<file path="src/clsr_pkg.sv">
package clsr_pkg;

  // Shuffle table geometry.
  localparam int TABLE_DEPTH = 32;
  localparam int IDX_W       = $clog2(TABLE_DEPTH);
  localparam int CNT_W       = $clog2(TABLE_DEPTH + 8);

  // Generator constants.
  localparam logic [30:0] IM1         = 31'd2147483563;
  localparam logic [30:0] IM2         = 31'd2147483399;
  localparam logic [30:0] IMM1        = 31'd2147483562;
  localparam logic [30:0] IA1         = 31'd40014;
  localparam logic [30:0] IA2         = 31'd40692;
  localparam logic [30:0] SECOND_SEED = 31'd123456789;

  // 2^31 is congruent to these values modulo IM1 and IM2.
  localparam logic [7:0] FOLD1 = 8'd85;
  localparam logic [7:0] FOLD2 = 8'd249;

  // Table slot width and the coin threshold.
  localparam logic [30:0] NDIV     = 31'(64'd1 + 64'(IMM1) / TABLE_DEPTH);
  localparam logic [30:0] HALF_IM1 = 31'(64'(IMM1) / 2);

  // Operation codes of the input beat.
  localparam logic MODE_RESEED = 1'b0;
  localparam logic MODE_DRAW   = 1'b1;

  typedef enum logic {
    MOD_1,
    MOD_2
  } mod_sel_t;

  typedef enum logic {
    MM_IDLE,
    MM_FOLD
  } mm_state_t;

  typedef enum logic [3:0] {
    S_IDLE,
    S_SEED_ISSUE,
    S_SEED_WAIT,
    S_G1_ISSUE,
    S_G1_WAIT,
    S_G2_ISSUE,
    S_G2_WAIT,
    S_COMB,
    S_SCALE_ISSUE,
    S_SCALE_WAIT,
    S_OUT
  } seq_state_t;

  typedef struct packed {
    logic        start;
    mod_sel_t    sel;
    logic [30:0] opa;
    logic [30:0] opb;
  } mm_req_t;

  typedef struct packed {
    logic        done;
    logic [30:0] rem;
    logic [31:0] quo;
  } mm_rsp_t;

  typedef struct packed {
    logic             en;
    logic [IDX_W-1:0] addr;
    logic [30:0]      data;
  } tbl_wr_t;

  typedef struct packed {
    logic        mode;
    logic [30:0] range;
  } clsr_in_t;

  typedef struct packed {
    logic [30:0] value;
    logic [30:0] scaled;
    logic        coin;
  } clsr_out_t;

endpackage

</file>
<file path="src/clsr_modmul.sv">
module clsr_modmul (
  input  logic             clk,
  input  logic             rst_n,
  input  clsr_pkg::mm_req_t req,
  output clsr_pkg::mm_rsp_t rsp
);
  import clsr_pkg::*;

  mm_state_t   st_r, st_nxt;
  mod_sel_t    sel_r, sel_nxt;
  logic [61:0] r_r, r_nxt;
  logic [31:0] q_r, q_nxt;

  logic [61:0] mul_p;
  logic [30:0] hi, lo;
  logic [7:0]  fold_k;
  logic [30:0] modulus;
  logic [38:0] fold_p;
  logic [61:0] folded;
  logic        fold_done;
  logic        ge;

  // Operand product, registered before any folding.
  assign mul_p = 62'(req.opa) * 62'(req.opb);

  // One fold step: hi * 2^31 + lo is replaced by hi * k + lo, and hi adds to the quotient.
  assign hi        = r_r[61:31];
  assign lo        = r_r[30:0];
  assign fold_k    = (sel_r == MOD_1) ? FOLD1 : FOLD2;
  assign modulus   = (sel_r == MOD_1) ? IM1 : IM2;
  assign fold_p    = 39'(hi) * 39'(fold_k);
  assign folded    = 62'(fold_p) + 62'(lo);
  assign fold_done = (hi == '0);
  assign ge        = (lo >= modulus);

  // Next state.
  always_comb begin
    st_nxt = st_r;
    case (st_r)
      MM_IDLE: begin
        if (req.start) st_nxt = MM_FOLD;
      end
      MM_FOLD: begin
        if (fold_done) st_nxt = MM_IDLE;
      end
      default: st_nxt = MM_IDLE;
    endcase
  end

  // Datapath and result.
  always_comb begin
    r_nxt    = r_r;
    q_nxt    = q_r;
    sel_nxt  = sel_r;
    rsp.done = 1'b0;
    rsp.rem  = ge ? (lo - modulus) : lo;
    rsp.quo  = q_r + 32'(ge);
    case (st_r)
      MM_IDLE: begin
        if (req.start) begin
          r_nxt   = mul_p;
          q_nxt   = '0;
          sel_nxt = req.sel;
        end
      end
      MM_FOLD: begin
        if (fold_done) begin
          rsp.done = 1'b1;
        end else begin
          r_nxt = folded;
          q_nxt = q_r + 32'(hi);
        end
      end
      default: begin
        rsp.done = 1'b0;
      end
    endcase
  end

  always_ff @(posedge clk) begin
    if (!rst_n) begin
      st_r <= MM_IDLE;
    end else begin
      st_r <= st_nxt;
    end
  end

  always_ff @(posedge clk) begin
    r_r   <= r_nxt;
    q_r   <= q_nxt;
    sel_r <= sel_nxt;
  end

`ifndef NO_ASSERTIONS
  a_start_idle: assert property (@(posedge clk) disable iff (!rst_n)
    req.start |-> (st_r == MM_IDLE))
    else $error("modmul started while busy");

  a_fold_shrinks: assert property (@(posedge clk) disable iff (!rst_n)
    (st_r == MM_FOLD && !fold_done) |=> (r_r < $past(r_r)))
    else $error("fold step did not reduce the residue");

  a_rem_range: assert property (@(posedge clk) disable iff (!rst_n)
    rsp.done |-> (rsp.rem < modulus))
    else $error("modmul remainder not reduced");
`endif

endmodule

</file>
<file path="src/clsr_table.sv">
module clsr_table (
  input  logic                          clk,
  input  logic                          rst_n,
  input  clsr_pkg::tbl_wr_t             wr,
  input  logic [clsr_pkg::IDX_W-1:0]    rd_addr,
  output logic [30:0]                   rd_data
);
  import clsr_pkg::*;

  logic [30:0]            mem [TABLE_DEPTH];
  logic [TABLE_DEPTH-1:0] valid_r;
  logic [30:0]            rd_r;
  logic                   rd_vld_r;

  // An entry never written reads as zero.
  assign rd_data = rd_vld_r ? rd_r : '0;

  // Storage write and registered read.
  always_ff @(posedge clk) begin
    if (wr.en) begin
      mem[wr.addr] <= wr.data;
    end
    rd_r <= mem[rd_addr];
  end

  // Per-entry valid bits, cleared by reset.
  always_ff @(posedge clk) begin
    if (!rst_n) begin
      valid_r  <= '0;
      rd_vld_r <= 1'b0;
    end else begin
      if (wr.en) begin
        valid_r[wr.addr] <= 1'b1;
      end
      rd_vld_r <= valid_r[rd_addr];
    end
  end

endmodule

</file>
<file path="src/combined_lcg_shuffle_rng.sv">
// Draw: steps both generators, combines the result with the table entry and scales it; the
// generator steps and the scaling each pass through the shared multiply-fold unit, one fold step at a time.
// Reseed: forty generator steps through the same unit.
// Throughput: one item at a time; the next beat can be taken in the cycle after the result is
// loaded, while that result may still wait in the output register. Reset (synchronous,
// rst_n low) sets the seed to 1, both generators and the last output to 0, and empties the table.
module combined_lcg_shuffle_rng (
  input  logic                 clk,
  input  logic                 rst_n,
  input  logic                 cfg_we,
  input  logic [30:0]          cfg_wdata,
  input  logic                 in_valid,
  output logic                 in_stall,
  input  clsr_pkg::clsr_in_t   in_data,
  output logic                 out_valid,
  input  logic                 out_stall,
  output clsr_pkg::clsr_out_t  out_data
);
  import clsr_pkg::*;

  seq_state_t        state_r, state_nxt;
  logic [30:0]       seed_r;
  logic [30:0]       g1_r, g1_nxt;
  logic [30:0]       g2_r, g2_nxt;
  logic [30:0]       last_r, last_nxt;
  logic [30:0]       v_r, v_nxt;
  logic [30:0]       scaled_r, scaled_nxt;
  logic [30:0]       range_r, range_nxt;
  logic [CNT_W-1:0]  j_r, j_nxt;
  logic [IDX_W-1:0]  idx_r, idx_nxt;
  logic              out_valid_r, out_valid_nxt;
  clsr_out_t         out_data_r, out_data_nxt;

  mm_req_t           mm_req;
  mm_rsp_t           mm_rsp;
  tbl_wr_t           tbl_wr;
  logic [30:0]       tbl_rd;

  logic [30:0]       seed_red;
  logic [30:0]       seed_fix;
  logic [31:0]       diff;
  logic [31:0]       comb_v;
  logic              out_free;
  logic              out_load;

  clsr_modmul u_modmul (
    .clk (clk),
    .rst_n (rst_n),
    .req (mm_req),
    .rsp (mm_rsp)
  );

  clsr_table u_table (
    .clk (clk),
    .rst_n (rst_n),
    .wr (tbl_wr),
    .rd_addr (idx_r),
    .rd_data (tbl_rd)
  );

  assign in_stall  = (state_r != S_IDLE);
  assign out_valid = out_valid_r;
  assign out_data  = out_data_r;
  assign out_free  = !out_valid_r || !out_stall;

  // Seed reduced into 1..IM1-1.
  assign seed_red = (seed_r >= IM1) ? (seed_r - IM1) : seed_r;
  assign seed_fix = (seed_red == '0) ? 31'd1 : seed_red;

  // Table output minus second generator, wrapped into 1..IM1-1.
  assign diff   = {1'b0, tbl_rd} - {1'b0, g2_r};
  assign comb_v = (tbl_rd <= g2_r) ? (diff + {1'b0, IMM1}) : diff;

  // Slot index: the number of slot boundaries at or below the last output.
  always_comb begin
    idx_nxt = '0;
    for (int k = 1; k < TABLE_DEPTH; k++) begin
      if (64'(last_r) >= 64'(k) * 64'(NDIV)) idx_nxt = IDX_W'(k);
    end
  end

  // Sequencer next state.
  always_comb begin
    state_nxt = state_r;
    case (state_r)
      S_IDLE: begin
        if (in_valid) begin
          state_nxt = (in_data.mode == MODE_RESEED) ? S_SEED_ISSUE : S_G1_ISSUE;
        end
      end
      S_SEED_ISSUE: state_nxt = S_SEED_WAIT;
      S_SEED_WAIT: begin
        if (mm_rsp.done) state_nxt = (j_r == '0) ? S_OUT : S_SEED_ISSUE;
      end
      S_G1_ISSUE: state_nxt = S_G1_WAIT;
      S_G1_WAIT: begin
        if (mm_rsp.done) state_nxt = S_G2_ISSUE;
      end
      S_G2_ISSUE: state_nxt = S_G2_WAIT;
      S_G2_WAIT: begin
        if (mm_rsp.done) state_nxt = S_COMB;
      end
      S_COMB: state_nxt = S_SCALE_ISSUE;
      S_SCALE_ISSUE: state_nxt = S_SCALE_WAIT;
      S_SCALE_WAIT: begin
        if (mm_rsp.done) state_nxt = S_OUT;
      end
      S_OUT: begin
        if (out_free) state_nxt = S_IDLE;
      end
      default: state_nxt = S_IDLE;
    endcase
  end

  // Sequencer outputs and datapath updates.
  always_comb begin
    g1_nxt      = g1_r;
    g2_nxt      = g2_r;
    last_nxt    = last_r;
    v_nxt       = v_r;
    scaled_nxt  = scaled_r;
    range_nxt   = range_r;
    j_nxt       = j_r;
    out_load    = 1'b0;
    mm_req      = '{start: 1'b0, sel: MOD_1, opa: g1_r, opb: IA1};
    tbl_wr      = '{en: 1'b0, addr: idx_r, data: g1_r};
    case (state_r)
      S_IDLE: begin
        if (in_valid) begin
          range_nxt = in_data.range;
          if (in_data.mode == MODE_RESEED) begin
            g1_nxt = seed_fix;
            g2_nxt = SECOND_SEED;
            j_nxt  = CNT_W'(TABLE_DEPTH + 7);
          end
        end
      end
      S_SEED_ISSUE, S_G1_ISSUE: begin
        mm_req.start = 1'b1;
      end
      S_SEED_WAIT: begin
        if (mm_rsp.done) begin
          g1_nxt      = mm_rsp.rem;
          tbl_wr.en   = (j_r < CNT_W'(TABLE_DEPTH));
          tbl_wr.addr = j_r[IDX_W-1:0];
          tbl_wr.data = mm_rsp.rem;
          if (j_r == '0) begin
            last_nxt   = mm_rsp.rem;
            v_nxt      = '0;
            scaled_nxt = '0;
          end else begin
            j_nxt = j_r - CNT_W'(1);
          end
        end
      end
      S_G1_WAIT: begin
        if (mm_rsp.done) g1_nxt = mm_rsp.rem;
      end
      S_G2_ISSUE: begin
        mm_req = '{start: 1'b1, sel: MOD_2, opa: g2_r, opb: IA2};
      end
      S_G2_WAIT: begin
        if (mm_rsp.done) g2_nxt = mm_rsp.rem;
      end
      S_COMB: begin
        tbl_wr.en = 1'b1;
        last_nxt  = comb_v[30:0];
        v_nxt     = comb_v[30:0];
      end
      S_SCALE_ISSUE: begin
        mm_req = '{start: 1'b1, sel: MOD_1, opa: v_r, opb: range_r};
      end
      S_SCALE_WAIT: begin
        if (mm_rsp.done) scaled_nxt = mm_rsp.quo[30:0];
      end
      S_OUT: begin
        out_load = out_free;
      end
      default: begin
        out_load = 1'b0;
      end
    endcase
  end

  // Output register: holds a beat until it is taken.
  always_comb begin
    out_valid_nxt = out_valid_r && out_stall;
    out_data_nxt  = out_data_r;
    if (out_load) begin
      out_valid_nxt       = 1'b1;
      out_data_nxt.value  = v_r;
      out_data_nxt.scaled = scaled_r;
      out_data_nxt.coin   = (v_r > HALF_IM1);
    end
  end

  // Control and generator state.
  always_ff @(posedge clk) begin
    if (!rst_n) begin
      state_r     <= S_IDLE;
      seed_r      <= 31'd1;
      g1_r        <= '0;
      g2_r        <= '0;
      last_r      <= '0;
      out_valid_r <= 1'b0;
    end else begin
      state_r     <= state_nxt;
      if (cfg_we) seed_r <= cfg_wdata;
      g1_r        <= g1_nxt;
      g2_r        <= g2_nxt;
      last_r      <= last_nxt;
      out_valid_r <= out_valid_nxt;
    end
  end

  // Working registers.
  always_ff @(posedge clk) begin
    v_r        <= v_nxt;
    scaled_r   <= scaled_nxt;
    range_r    <= range_nxt;
    j_r        <= j_nxt;
    idx_r      <= idx_nxt;
    out_data_r <= out_data_nxt;
  end

`ifndef NO_ASSERTIONS
  a_tbl_wr_phase: assert property (@(posedge clk) disable iff (!rst_n)
    tbl_wr.en |-> (state_r == S_SEED_WAIT || state_r == S_COMB))
    else $error("table written outside reseed or combine");

  a_done_waiting: assert property (@(posedge clk) disable iff (!rst_n)
    mm_rsp.done |-> (state_r == S_SEED_WAIT || state_r == S_G1_WAIT ||
                     state_r == S_G2_WAIT || state_r == S_SCALE_WAIT))
    else $error("modmul finished while sequencer not waiting");

  a_last_range: assert property (@(posedge clk) disable iff (!rst_n)
    last_r < IM1)
    else $error("last output out of range");

  a_draw_value: assert property (@(posedge clk) disable iff (!rst_n)
    (state_r == S_COMB) |=> (v_r != '0 && v_r < IM1))
    else $error("drawn value outside 1..IM1-1");
`endif

endmodule

</file>
<file path="config.mk">
export PLATFORM = sky130hd
export DESIGN_NAME = combined_lcg_shuffle_rng
export DESIGN_NICKNAME = d
export VERILOG_FILES = /design/src/clsr_pkg.sv /design/src/clsr_modmul.sv /design/src/clsr_table.sv /design/src/combined_lcg_shuffle_rng.sv
export SDC_FILE = /design/constraint.sdc
export NUM_CORES = 2
export LEC_CHECK = 0
export BUFFER_PORTS_ARGS = -buffer_cell sky130_fd_sc_hd__buf_4
export CAP_MARGIN = 20
export CORE_ASPECT_RATIO = 2
export CORE_MARGIN = 5
export CORE_UTILIZATION = 50
export CTS_BUF_LIST = sky130_fd_sc_hd__clkbuf_8
export DETAILED_ROUTE_END_ITERATION = 10
export GPL_TIMING_DRIVEN = 1
export PLACE_DENSITY = 0.7
export RECOVER_POWER = 50
export SYNTH_ARGS = -nofsm -noshare
export SYNTH_HDL_FRONTEND = slang
export SYNTH_SLANG_ARGS = --single-unit
</file>
<file path="constraint.sdc">
create_clock -name clk -period 14 [get_ports clk]
set_clock_uncertainty 0.05 [all_clocks]
set_input_delay 2.8 -clock clk [delete_from_list [all_inputs] [get_ports clk]]
set_output_delay 2.8 -clock clk [all_outputs]
set_load 0.05 [all_outputs]
</file>
## Word-level counts from Yosys, hierarchy flattened

Memory sizes are Yosys's and may differ from the RTL's. A register that Yosys moved wholly into a read port is not among the register bits.
Index checks and enable logic that the tools add are counted.

- Multiply operators: 2
- Bitwise operators: 2
- Mux-type cells: 90
- Reduce and logical (&&, ||, !) cells: 30
- Add/subtract/negate cells: 8
- Equal/unequal tests: 22
- Order comparisons: 39

Operators by type and width:

| kind | number |
|---|---|
| $ge A31 B31 Y1 const B | 16 |
| $mux W31 | 15 |
| $pmux W31 S2 | 5 |
| $ge A31 B30 Y1 const B | 8 |
| $pmux W63 S2 | 1 |
| $ge A31 B29 Y1 const B | 4 |
| $mux W62 | 2 |
| $pmux W62 S2 | 1 |
| $mux W5 | 14 |
| $mux W32 | 2 |
| $pmux W32 S2 | 1 |
| $ge A31 B28 Y1 const B | 2 |
| $logic_not A31 Y1 | 2 |
| $mul A31 B31 Y62 | 1 |
| $sub A31 B31 Y31 | 2 |
| $mux W4 | 15 |
| $pmux W4 S11 | 1 |
| $add A39 B31 Y40 | 1 |
| $mul A31 B8 Y39 | 1 |
| $mux W37 | 1 |
| $mux W36 | 1 |
| $add A32 B31 Y32 | 1 |
| $or A32 B32 Y32 | 1 |
| $add A31 B1 Y31 | 1 |
| 43 further kinds | 94 |

- Bits in registers: 425
- Output and inout port bits: 65
- Memories kept: 1
- Word-level logic and storage cells: 218
- Bits in writable memories: 992
- Input bits: 68

Memory list:

| name | words | width | rd ports | clocked after memory_dff | wr ports | line | RTL |
|---|---|---|---|---|---|---|---|
| u_table.mem | 32 | 31 | 1 | 1 | 1 | clsr_table.sv:10 | `logic [30:0] mem [TABLE_DEPTH];` |

## Depth between registers and ports, before layout

- Word-level depth: 31
- Gate-level depth with buffers: 40
- Mapped depth without buffers: 34

## Cells and area by module

From an unflattened synthesis, not the netlist that was laid out.

- Cells, all modules: 8234
- Area, all modules: 100261.2 µm²

Modules (own cells, without submodules):

| module | cells an instance | area each (µm²) | seq. area each (µm²) | instances |
|---|---|---|---|---|
| clsr_modmul | 4935 | 44894.3 | 2872.8 | 1 |
| clsr_table | 1613 | 39730.6 | 31069.8 | 1 |
| combined_lcg_shuffle_rng | 1686 | 15636.2 | 7527.2 | 1 |

## Worst setup path after synthesis

Ideal clock, no wire load.

- Kind: reg2reg
- Start: register state_r[3]
- End: register u_modmul.r_r[56], data pin
- Data arrival time: 8.919 ns
- Path slack: 4.765 ns
- Cell stages (with the launch flop): 37
- Setup time: 0.266 ns
- Path buffers: 6
- Cell sequence: dfxtp_1 clkbuf_1 nor2b_1 and2_1 clkbuf_1 clkbuf_1 buf_1 a21o_1 clkbuf_1 clkbuf_1 nand2_1 fa_1 inv_1 fa_1 fa_1 inv_1 fa_1 inv_1 fa_1 inv_1 fa_1 inv_1 fa_1 inv_1 fa_1 inv_1 ha_1 and3_1 a221o_1 a2bb2oi_1 nand2_1 a211oi_1 o21ai_0 a21oi_1 a31oi_1 xnor2_1 nor2_1

- Longest elaborated chain between the ends: 5
- Elaborated cells on any way between the ends: 6
- Those cells by class: mul: 1; eq/ne: 2; mux: 3

Ends and longest elaborated chain:

| what | line | RTL |
|---|---|---|
| start: declaration | combined_lcg_shuffle_rng.sv:21 | `seq_state_t state_r, state_nxt;` |
| start signal: assignment | combined_lcg_shuffle_rng.sv:207 | `state_r <= state_nxt;` |
| $eq A4 B4 Y1 or $eq A4 B3 Y1 (tied branches) | combined_lcg_shuffle_rng.sv:127 | `case (state_r)` |
| $pmux W63 S2 (*) | combined_lcg_shuffle_rng.sv:127 |  |
| $mul A31 B31 Y62 (*) | clsr_modmul.sv:24 | `assign mul_p = 62'(req.opa) * 62'(req.opb);` |
| $mux W62 (*) | clsr_modmul.sv:60 | `if (req.start) begin` |
| $pmux W62 S2 (*) | clsr_modmul.sv:58 | `case (st_r)` |
| end signal: assignment | clsr_modmul.sv:89 | `r_r <= r_nxt;` |
| end: declaration | clsr_modmul.sv:11 | `logic [61:0] r_r, r_nxt;` |

Mark *: on every way between the ends. The rest lies on a longest branch, timed or not. The select of a mux whose other input is x is not followed.
A chain may end at the register's enable or synchronous reset.

## Worst setup path after layout

- Start: register state_r[2]
- End: register u_modmul.r_r[56], data pin

The elaborated chain is that of the path after synthesis.

==> key figures <==
Logic synthesis
  – Mapped Nets: 9762
  – Syn avg cell area: 11.93 um2
  – Yosys warns: 0
  – Synth Cell Area: 0.09856 mm2
  – Synth area leaders: edfxtp_1, fa_1, mux4_2
  – Share of the synthesized area in the top cell type: 0.3803
  – Post-synth top flop: edfxtp_1
  – Number of enable flip-flop cells after synthesis: 1248
  – Cell taking the most area after synthesis: edfxtp_1
  – Async S/R FF share, synth: 0
  – Seq cells post-synth: 1447
  – Post-synthesis cell count: 8262
  – Synth cell types: 92
  – Most numerous cell in the Yosys netlist: edfxtp_1
  – Part of the Yosys area used for sequential elements: 0.4207
  – Top post-synthesis cells by count: edfxtp_1, inv_1, fa_1, nand2_1, nor2_1

Floorplanning
  – I/O Pins: 133
  – Die Span X: 323.9 um
  – Die area: 0.2066 mm2
  – Rows: 230
  – Starting Density: 0.5022
  – Die Y: 637.9 um
  – Core Footprint: 0.1963 mm2

Routing
  – Total wire length: 372600 um
  – Routed Antenna Nets: 0
  – Vias/cell: 6.154
  – Average wire per standard cell: 33.50 um
  – Total number of vias: 68450
  – Initial DRT Pass Iterations: 6
  – Initial DRC Count: 6395
  – DRC Markers: 0

Clocking
  – Post-CTS Hold Fix Bufs: 0
  – Postcts setup bufs: 0
  – H-tree depth: 4
  – TritonCTS clock tree: done
  – CTS max path bufs: 4
  – Clock transition at path regs: 0.07 ns
  – Num CTS Buffers: 206
  – CTS root buffer: clkbuf_8
  – Worst-Skew Late Latency: 1.04 ns
  – Post-cts sizing count: 0
  – Clock Sinks: 1447

Job
  – Max cap viols: 33

Global routing
  – Pin count of the biggest net entering global routing: 96
  – Number of global-route vias before repair: 72970
  – GR Overflow Total: 0
  – Antenna violations before repair: 32
  – Tot GR Track Use: 0.3657
  – First-pass GRT wire length: 526200 um

Timing
  – Min Tclk post-route: 12.24 ns
  – Worst-Margin Slew: 3.964 ns
  – Slew Limit Fails: 1174
  – FMAX: 81.69 MHz
  – Max_slew headroom: -1.643
  – Final Hold Fails: 0
  – Hold WS: 0.3536 ns
  – Period utilization: 0.8743
  – RSZ-0062 raised after global routing: false
  – Setup TNS: 0 ns
  – Finish-stage setup viols: 0

Setup path
  – Setup crit end kind: flip-flop
  – CP Class: reg2reg
  – Critical Path Slowest Stage Cell: clkbuf_1
  – Most frequent cell on the critical path: fa_1
  – Worst endpoint data arrival time: 12.74 ns
  – Critical Path Start Type: flip-flop
  – Peak per-stage delay on the critical path: 1.23 ns
  – CP Data Required Time: 14.50 ns
  – Worst-path maximum fanout: 23

Pwr
  – Tot Pwr: 0.02855 W
  – Worst ir drop on vdd: 523.3 uV
  – Pwr per Cell Area: 266.7 mW/mm2
  – Leakage: 43.29 nW

Place
  – Port Buffers: 132
  – Gpl congestion: 1.057
  – Post-DP HPWL: 281600 um

Cells and area
  – Fillers: 16600
  – Layout cells sized above 1: 0.1080
  – Final #Nets: 9869
  – Area Growth Syn to Fin: 8.635%

Run status
  – Failing checks: max-capacitance violations, max-slew violations
  – Status: finished, violations left

Min path
  – Worst Hold Class: reg2reg
cell usage in the layout (no fill, tap or decap), drive strengths merged, types with 31 or more instances in the layout:
cell type	n
edfxtp	1248
inv	1168
fa	1013
nand2	895
nor2	810
ha	419
clkbuf	365
mux4	320
a21oi	266
o21ai	229
dfxtp	199
buf	180
and2	111
nor2b	105
xnor2	98
xor2	93
a21o	90
o21a	81
nand3	76
a22oi	64
clkinv	64
nand4	59
nor3	54
and3	46
mux2i	44
diode	40
nand2b	40
a31oi	33
nor4	31
layer usage:
| metal | vias to the layer above | routed length [um] | GRT usage | part of all wire |
|---|---|---|---|---|
| met4 | 8 | 54460 | 0.3979 | 0.15 |
| met2 | 3696 | 188400 | 0.6276 | 0.51 |
| met5 | - | 62 | 0 | 0.00017 |
| li1 | 28240 | - | - | - |
| met1 | 34770 | 102500 | 0.3294 | 0.28 |
| met3 | 1737 | 27200 | 0.09043 | 0.073 |
through the flow:
stage / util / instance area, um2 / setup slack (ns) / cells
after floorplan: - / 98560 / 4.765 / 8262
after global placement: 0.5243 / 102900 / 3.091 / 10680
after detailed placement: 0.5245 / 102900 / 3.007 / 10690
after CTS: 0.5461 / 107200 / 2.882 / 11060
after global routing: 0.5453 / 107000 / 1.472 / 11100
final: 0.5455 / 107100 / 1.759 / 11120
power breakdown:
group	total (W)	leakage [nW]	internal [W]	switching [W]
Sequential	0.00594	13.3	0.00530	0.000642
Combinational	0.0191	27.7	0.00733	0.0117
Clock	0.00354	2.34	0.00185	0.00169
Total	0.0286	43.3	0.0145	0.0141
final cells by class:
class	instances	area (um2)	share of cell area
inverters	1113	4178	0.03902
clock inverters	152	1252	0.01170
multi-input cells	5273	51650	0.4825
repair buffers	328	2230	0.02082
well taps	2552	3193	0.02982
clock buffers	217	2987	0.02790
diodes	40	100.1	0.0009349
flip-flops and latches	1447	41470	0.3874
state kept, by name, indices dropped and copies added (netlist names), 4 cells and up:
| name | count |
|---|---|
| u_table.valid_r | 32 |
| scaled_r | 31 |
| g2_r | 31 |
| u_table.rd_r | 31 |
| u_modmul.q_r | 31 |
| state_r | 4 |
| v_r | 31 |
| seed_r | 31 |
| last_r | 31 |
| u_table.mem | 992 |
| idx_r | 5 |
| g1_r | 31 |
| j_r | 6 |
| out_data | 63 |
| u_modmul.r_r | 62 |
| range_r | 31 |
kinds of logic after synthesis:
kind of cell	after synthesis	share of synthesized area
and+or+nand+nor	2306	0.1026
buffers and inverters	1542	0.05886
DFF	1447	0.4207
adders and majority gates	1432	0.2590
AOI/OAI and AO/OA	967	0.06291
muxes	376	0.07897
xor gates and xnor gates	191	0.01697
other	1	0.00003805
critical path: cells and delay by family (launching register included):
family,cells,cell delay (ns)
AND/OR/NAND/NOR,8,2.05
AO/OA/AOI/OAI,6,2.38
buffers and inverters,7,1.74
XOR/XNOR,1,0.16
flip-flops,1,0.60
adder cells (fa/ha/maj),9,4.78
path summary, 6_finish.rpt:
kind                      from                to  slack, ns  cells past startpoint
setup / recovery    state_r[2]  u_modmul.r_r[56]       1.76                     31
hold / removal    scaled_r[25]      out_data[26]       0.35                      0
setup reg to reg    state_r[2]  u_modmul.r_r[56]       1.76                     31
hold reg to reg   scaled_r[25]      out_data[26]       0.35                      0
No activity file was read; power rests on OpenSTA's default activity.
